<file path="src/hdl/buhr_ram.sv">
// Single-port-write, single-port-read synchronous RAM with registered read data.
// Holds the entries of one stack; no package dependency.
module buhr_ram #(
	parameter int DEPTH = 64,
	parameter int WIDTH = 65
) (
	input  logic                     clk,
	input  logic                     we,
	input  logic [$clog2(DEPTH)-1:0] waddr,
	input  logic [WIDTH-1:0]         wdata,
	input  logic                     re,
	input  logic [$clog2(DEPTH)-1:0] raddr,
	output logic [WIDTH-1:0]         rdata
);

	logic [WIDTH-1:0] mem [DEPTH];

	always_ff @(posedge clk) begin
		if (we) begin
			mem[waddr] <= wdata;
		end
	end

	always_ff @(posedge clk) begin
		if (re) begin
			rdata <= mem[raddr];
		end
	end

endmodule

</file>
<file path="config.mk">
export PLATFORM = sky130hd
export DESIGN_NAME = buhr_ram
export DESIGN_NICKNAME = d
export VERILOG_FILES = /design/src/hdl/buhr_ram.sv
export SDC_FILE = /design/constraint.sdc
export NUM_CORES = 2
export LEC_CHECK = 0
export BUFFER_PORTS_ARGS = -buffer_cell sky130_fd_sc_hd__buf_2
export CAP_MARGIN = 20
export CORE_ASPECT_RATIO = 0.6
export CORE_UTILIZATION = 50
export CTS_CLUSTER_DIAMETER = 100
export DETAILED_ROUTE_END_ITERATION = 7
export PLACE_DENSITY_LB_ADDON = 0.15
export SLEW_MARGIN = 30
export SYNTH_ARGS = -nofsm -noshare
export SYNTH_HDL_FRONTEND = slang
export SYNTH_MEMORY_MAX_BITS = 65536
export SYNTH_SLANG_ARGS = --single-unit
</file>
<file path="constraint.sdc">
create_clock -name clk -period 14.7 [get_ports clk]
set_input_delay 2.94 -clock clk [delete_from_list [all_inputs] [get_ports clk]]
set_output_delay 2.94 -clock clk [all_outputs]
set_load 0.05 [all_outputs]
</file>
==> summary.txt <==
Outcome
  – Outcome: finished, final reports clean

STA
  – Worst Tran Pin Value: 1090 ps
  – Setup Skew: 40.9 ps
  – Finish-stage setup viols: 0
  – Slew headroom: 0.272
  – Unrepaired setup endpoints after global routing: false
  – Final max-slew violation count: 0
  – Hold Vio Cnt, Final: 0
  – Final Cycle Share: 0.420
  – FMAX: 0.162 GHz
  – Setup_tns: 0 ps
  – Min Tclk post-route: 6170 ps

Global routing
  – Pin count of the biggest net entering global routing: 132
  – Gr usage total: 0.297
  – Grt ovf: 0
  – Vias in the first global route: 75993
  – Wire length of the first global-routing pass: 648 mm
  – Initial antenna violation count: 33

Floorplanning
  – Die H: 439 um
  – I/O Pins: 145
  – Die width: 730 um
  – Core Rows: 159
  – Core Footprint: 315000 um^2
  – Die area: 320000 um^2
  – Starting Density: 0.505

Pwr
  – Psw: 5210 uW
  – Combinational share of power: 0.049
  – Clock power frac: 0.400
  – Switching share of total power: 0.214
  – LEAKAGE: 0.0549 uW
  – PwrDens: 137 nW/um^2
  – Internal power: 19100 uW
  – VDD IR max: 0.127 mV
  – Pwr Total: 24300 uW
  – Sequential share of power: 0.551

Routing
  – Per-cell routed wire length: 41.5 um
  – Remaining antenna violation count after routing: 0
  – Drc violations: 0
  – Vias: 79241
  – Starting DRT DRC Count: 13034
  – TritonRoute pass-1 iters: 5
  – DRT Wirelength: 477 mm
  – Number of vias per cell: 6.90

Critical path
  – R2r setup slk: 12680 ps
  – Crit path required time: 15360 ps
  – R2R depth: 4
  – Crit end category: register
  – CP arrival: 6830 ps
  – Largest fanout on the critical path: 124
  – Element type at the critical path start: input port
  – Worst r2r src: mem[7][1]$_DFFE_PP_
  – Worst flop-to-flop path endpoint: rdata[1]$_DFFE_PP_
  – Critical path class: in2reg

Cells and area
  – Most frequent cells in the layout: 4225 x edfxtp_1, 1040 x mux4_2, 390 x clkbuf_16
  – Footprint of the multi-input gates: 30800 um^2
  – Share of cells above drive strength 1: 0.277
  – Most common cell after layout, fill and taps aside: edfxtp_1
  – Area Overhead vs Synth: 12.1%
  – Post-route cell area: 178000 um^2
  – Reg area: 127000 um^2
  – Nets: 7075
  – Fill cell count: 22545

Clock network
  – Hold Buf Count CTS: 0
  – Post-CTS Resized: 0
  – Clock Tree Buf Depth: 4
  – Worst-path clk slew: 70 ps
  – Clock sink count: 4225
  – Clk_lat worst skew: 950 ps
  – CTS tree: built
  – Setup repair bufs after CTS: 0
  – Total number of H-tree levels: 5
  – Total CTS buffers: 380
  – CTS Root Cell: clkbuf_16

Synth
  – YS warnings: 0
  – Gate Count Post-Synth: 6606
  – Synthesized flop and latch total: 4225
  – Top cell type's share of synthesized area: 0.798
  – Multiplexer area fraction after synthesis: 0.154
  – Fraction of the mapped netlist area in simple logic gates: 0.00907
  – Count of different cell masters after synthesis: 26
  – Xor/xnor share of the synthesized area: 0
  – Adder-cell area share of the yosys netlist: 0
  – Syn_nets: 6686
  – Yosys top cell by area: edfxtp_1
  – Compound-Gate Fraction of Synth Area: 0.0271
  – Synthesized area per cell: 24.1 um^2
  – Sequential-to-total area share from yosys stat: 0.798
  – Largest family of logic cells by synthesized area: multiplexers
  – Post-synthesis cell area: 159000 um^2
  – Synth area leaders: edfxtp_1 80%, mux4_2 15%, a22oi_1 1.2%

Flow run
  – Max Cap Violations: 0

Placement
  – Area post-placement: 166000 um^2
  – Final Wtd Congestion: 0.782
  – Placed wire-length estimate: 243 mm
  – PortBufs: 144

Worst hold path
  – Min-Delay Path Class: reg2reg
  – Hold-critical path depth: 4
  – WHS Endpoint: rdata[5]$_DFFE_PP_
  – Hold path start: mem[13][5]$_DFFE_PP_
[state kept, by name, summed over array words and instances (netlist names)]
| register | count |
|---|---|
| rdata | 65 |
| mem | 4160 |
[power by group through the flow]
| stage | sequential (uW) | clock [uW] | combinational (uW) |
|---|---|---|---|
| floorplan | 13700 | 0 | 617 |
| detailed placement | 13700 | 0 | 1180 |
| finish | 13400 | 9740 | 1190 |
| CTS | 13400 | 9850 | 1180 |
| global placement | 13700 | 0 | 1160 |
| global route | 13400 | 10300 | 1240 |
[cells by family (layout without fill, tap and decap cells)]
logic type	count (synthesis)	count (layout)
flops	4225	4225
mux	1143	1143
compound gates	566	566
buf+inv	377	1062
simple gates	295	295
other cells	0	15
[synthesized netlist by cell type]
master / number
buf_1: 18
nor2_1: 112
o221ai_1: 46
nand4_1: 2
and2_1: 3
edfxtp_1: 4225
nand4b_1: 1
buf_2: 186
o211a_1: 65
nor3_1: 2
nand3_1: 115
buf_6: 16
a211oi_1: 65
nor2b_1: 9
or3_1: 3
clkbuf_1: 120
mux4_2: 1040
mux2i_1: 103
o22ai_1: 130
or2_2: 2
nand2_1: 8
buf_4: 37
or3b_2: 4
a22oi_1: 260
nand3b_1: 25
nand2b_1: 9
[per-stage QoR]
step                      utilization  worst slack (ps)  hold slack, ps  std cells
after global placement          0.526              7600             874      10773
final                           0.566              8530             896      11492
after global routing            0.566              8430             939      11484
after floorplan                     -              6250             856       6606
after CTS                       0.565              8590             905      11474
after detailed placement        0.528              7590             897      10796
[critical path, stage by stage]
cell	delay, ps
buf_8	350
buf_4	740
buf_12	620
buf_12	660
mux4_2	600
mux2i_1	140
a211oi_1	140
o211a_1	260
[worst max-delay path by stage]
stage / to / slack [ps] / depth (start not counted) / startpoint
CTS: rdata[57]$_DFFE_PP_ / 8590 / 8 / raddr[1]
global route: rdata[36]$_DFFE_PP_ / 8430 / 8 / raddr[1]
global placement: rdata[57]$_DFFE_PP_ / 7600 / 8 / raddr[1]
finish: rdata[44]$_DFFE_PP_ / 8530 / 8 / raddr[1]
floorplan: mem[48][0]$_DFFE_PP_ / 6250 / 4 / waddr[3]
detailed placement: rdata[57]$_DFFE_PP_ / 7590 / 8 / raddr[1]
[metal layers]
layer	vias to the layer above	GRT usage	wire length, um
li1	29573	-	-
met1	43339	0.461	193000
met2	5537	0.435	211000
met3	786	0.0619	58900
met4	6	0.0779	14000
met5	-	0	37
[final cells by class]
type	instances	share of cell area
diodes	15	0.000211
well taps	4186	0.0294
clock inverters	209	0.0101
flip-flops and latches	4225	0.712
multi-input cells	2004	0.173
repair buffers	384	0.0190
clock buffers	469	0.0564
No activity file was read; power rests on OpenSTA's default activity.
